$ cat config.mk
export PLATFORM = sky130hd
export DESIGN_NAME = hfq_queue
export DESIGN_NICKNAME = d
export VERILOG_FILES = /design/src/hw/rtl/hfq_queue.sv
export SDC_FILE = /design/constraint.sdc
export NUM_CORES = 1
export LEC_CHECK = 0
export ABC_AREA = 0
export BUFFER_PORTS_ARGS = -buffer_cell sky130_fd_sc_hd__buf_2
export CAP_MARGIN = 10
export CORE_ASPECT_RATIO = 0.7
export CORE_UTILIZATION = 25
export CTS_CLUSTER_SIZE = 10
export DETAILED_ROUTE_END_ITERATION = 12
export PLACE_DENSITY = 0.44
export SLEW_MARGIN = 10
export SYNTH_ARGS = -nofsm -noshare
export SYNTH_HDL_FRONTEND = slang
export SYNTH_SLANG_ARGS = --single-unit
export TNS_END_PERCENT = 30
$ cat constraint.sdc
create_clock -name clk -period 1.4 [get_ports clk]
set_input_delay 0.14 -clock clk [delete_from_list [all_inputs] [get_ports clk]]
set_output_delay 0.14 -clock clk [all_outputs]
set_load 0.01 [all_outputs]
$ cat src/hw/rtl/hfq_queue.sv
`timescale 1ns / 1ps
`default_nettype none

module hfq_queue #(
  parameter int WIDTH = 8
) (
  input  wire logic             clk,
  input  wire logic             rst,
  input  wire logic             push,
  input  wire logic [WIDTH-1:0] push_data,
  output logic                  full,
  input  wire logic             pop,
  output logic [WIDTH-1:0]      pop_data,
  output logic                  empty
);

  logic [WIDTH-1:0] slots [2];
  logic             wr_ptr;
  logic             rd_ptr;
  logic [1:0]       count;

  assign full     = (count == 2'd2);
  assign empty    = (count == 2'd0);
  assign pop_data = slots[rd_ptr];

  always_ff @(posedge clk) begin
    if (rst) begin
      wr_ptr <= 1'b0;
      rd_ptr <= 1'b0;
      count  <= 2'd0;
    end else begin
      if (push) begin
        wr_ptr <= ~wr_ptr;
      end
      if (pop) begin
        rd_ptr <= ~rd_ptr;
      end
      if (push && !pop) begin
        count <= count + 2'd1;
      end else if (pop && !push) begin
        count <= count - 2'd1;
      end
    end
  end

  always_ff @(posedge clk) begin
    if (push) begin
      slots[wr_ptr] <= push_data;
    end
  end

endmodule

`default_nettype wire

==> impl_metrics.yaml <==
setup_path:
  critPathMaxStageDelay_ns: 0.44
  r2r_cells: 1
  path_max_fanout: 8
  cp-end-kind: "primary output"
  r2r_slack_ns: 0.32
  start_kind: "flip-flop"
  r2r-start: "wr_ptr"
  worstPathArrival_ns: 1.20
  path_cells: "mux2_2 > buf_2"
  crit_type: "flip-flop to primary output"
  required_ns: 1.26
  rr_endpoint: "slots[1][1]"
  slowest_stage: "dfxtp_2"
floorplan:
  die_area_um2: 3364
  start_util_pct: 27.17
  coreArea_um2: 2883
  pin_count: 22
  die_w_um: 68.90
  row_count: 16
  die_h_um: 48.83
run_status:
  status: "complete, no violations"
clock_tree:
  hold_buffers: 0
  cts_tree: "built"
  htreeDepth: 1
  path_clk_slew_ns: 0.07
  cts.sinks: 21
  cts_made_buffers: 3
  cts.path.max_buffers: 2
  cts_root_buffer: "clkbuf_8"
  clk_latency_ns: 0.25
routing:
  routedWlPerCell_um: 10.76
  via_per_inst: 3.944
  drtPass1Iterations: 4
  vias: 426
  drc: 0
  drt_iter0_markers: 15
  wl_mm: 1.162
  antenna_left: 0
timing:
  fin_crit_ns: 1.336
  finalSetupTns_ns: 0
  final.period_utilization_pct: 95.40
  rsz0062_at_grt: "no"
  fmax_mhz: 748.7
  holdWs_ns: 0.07302
  slew_violations: 0
  fin_skew_ns: 0.002092
  tightest_slew_ns: 0.3955
  finalSetupViolCount: 0
  slew-limit-headroom_pct: 73.63
  final-hold-violation-count: 0
power:
  pwr-share-clk_pct: 29.1
  ir_worst_vdd_v: 0.0005922
  power_leakage_nw: 0.3883
  comb_power_share_pct: 12.9
  p_sw_share_pct: 21.86
  power_frac_seq_pct: 58.0
  p_int_mw: 1.006
  power_switching_uw: 281.5
  p_per_area_nw_per_um2: 1310
yosys:
  syn_area_per_cell_um2: 16.66
  ys_seq_area_share_pct: 74.12
  netlist-cell-type-count: 15
  synth_nets: 60
  syn_area_um2: 783.3
  ys_warn_count: 0
  ys_seq_elements: 21
  synth_cells: 47
grt:
  grt_max_degree: 13
  grt_pass1_vias: 453
  antenna_found_initial: 0
  track_usage_pct: 8.374
  grt_pass1_wl_mm: 1.945
  grt-ovfl-total: 0
run:
  max-cap-violations: 0
layout:
  final_common_cell: "buf_2"
  final_core_utilization_pct: 34.11
  drive_above_1_share_pct: 50.00
  area_growth_pct: 25.56
  num_antenna_cells: 0
  most-common-layout-cells: "21 x buf_2, 16 x edfxtp_1, 8 x mux2_2"
  final_net_count: 86
placement:
  io_buffers: 21
  globalplace.congestion: 0.6592
hold_path:
  whs_endpoint: "slots[1][0]"
  whs_path_depth: 1
  hold_class: "input pin to flip-flop"
  hp-start: "push_data[0]"
-- cell type report --
| cell class | instances | area [um^2] |
|---|---|---|
| fillers | 296 | 1899 |
| flip-flops and latches | 21 | 581.8 |
| multi-input cells | 24 | 193.9 |
| repair buffers | 22 | 112.6 |
| well taps | 36 | 45.04 |
| clock buffers | 3 | 41.29 |
| clock inverters | 1 | 5.005 |
| inverters | 1 | 3.754 |
-- power groups by stage --
stage / clock, mW / sequential (mW) / combinational, mW
detailed placement: 0 / 0.762 / 0.169
floorplan: 0 / 0.748 / 0.110
finish: 0.374 / 0.748 / 0.166
global placement: 0 / 0.761 / 0.168
CTS: 0.391 / 0.749 / 0.170
global route: 0.416 / 0.755 / 0.190
-- how the worst max path moves through the flow --
stage	end	cells after the start	slack, ns
2_1_floorplan	slots[0][0]	1	0.31
3_3_place_gp	pop_data[6]	2	0.20
3_5_place_dp	pop_data[6]	2	0.18
4_1_cts	pop_data[6]	2	0.03
5_1_grt	pop_data[1]	2	0.005
6_report	pop_data[6]	2	0.06
-- registers in the layout (all words and copies together), names as in the netlist, named ones only --
signal  flops
count       2
rd_ptr      1
slots      16
wr_ptr      1
-- per-stage QoR --
stage	area (um^2)	power (mW)	cells	worst slack (ns)
6_report	983.4	1.288	108	0.06443
5_1_grt	983.4	1.361	108	0.005358
4_1_cts	983.4	1.310	108	0.03228
3_5_place_dp	935.9	0.9305	104	0.1834
3_3_place_gp	935.9	0.9287	104	0.1976
2_1_floorplan	783.3	0.8574	47	0.3123
-- worst max-delay path, delay by kind of cell (launching register included) --
family / cells / cell delay, ns
flops: 1 / 0.44
mux: 1 / 0.36
buf+inv: 1 / 0.14
-- timing repair --
action                                  CTS  global route
endpoints found under the setup margin    8             0
setup buffers                             0             0
gates resized for setup                   1             0
-- per-layer routing --
metal | vias to the layer above | share of wire (%) | track usage (%) | routed length [um]
li1 | 218 | - | - | -
met5 | - | 0 | 0 | 0
met4 | 0 | 1.3 | 3.061 | 15
met2 | 17 | 42 | 12.78 | 483
met3 | 2 | 8.3 | 4.907 | 96
met1 | 189 | 49 | 9.552 | 565
-- synth_stat cells --
cell type   n  area share [%]
dfxtp_1     5              13
and2_1      1            0.80
o21ai_0     1            0.64
xnor2_1     2             2.2
ha_1        1             1.6
buf_2       1            0.64
xor2_1      2             2.2
mux2_2      8              12
or3_1       1            0.80
a21oi_1     1            0.64
edfxtp_1   16              61
and2b_2     1             1.1
nor2_1      5             2.4
inv_1       1            0.48
nor2b_1     1            0.80
-- cells by family (layout without fill, tap and decap cells) --
kind of cell	Yosys count	in the layout	share of synthesized area, %
compound gates	2	2	1.277
mux	8	8	11.50
buf+inv	2	27	1.117
flops	21	21	74.12
fa+ha+maj	1	1	1.597
xor+xnor	4	4	4.474
simple gates	9	9	5.913
Power figures use the tool's default switching activity.
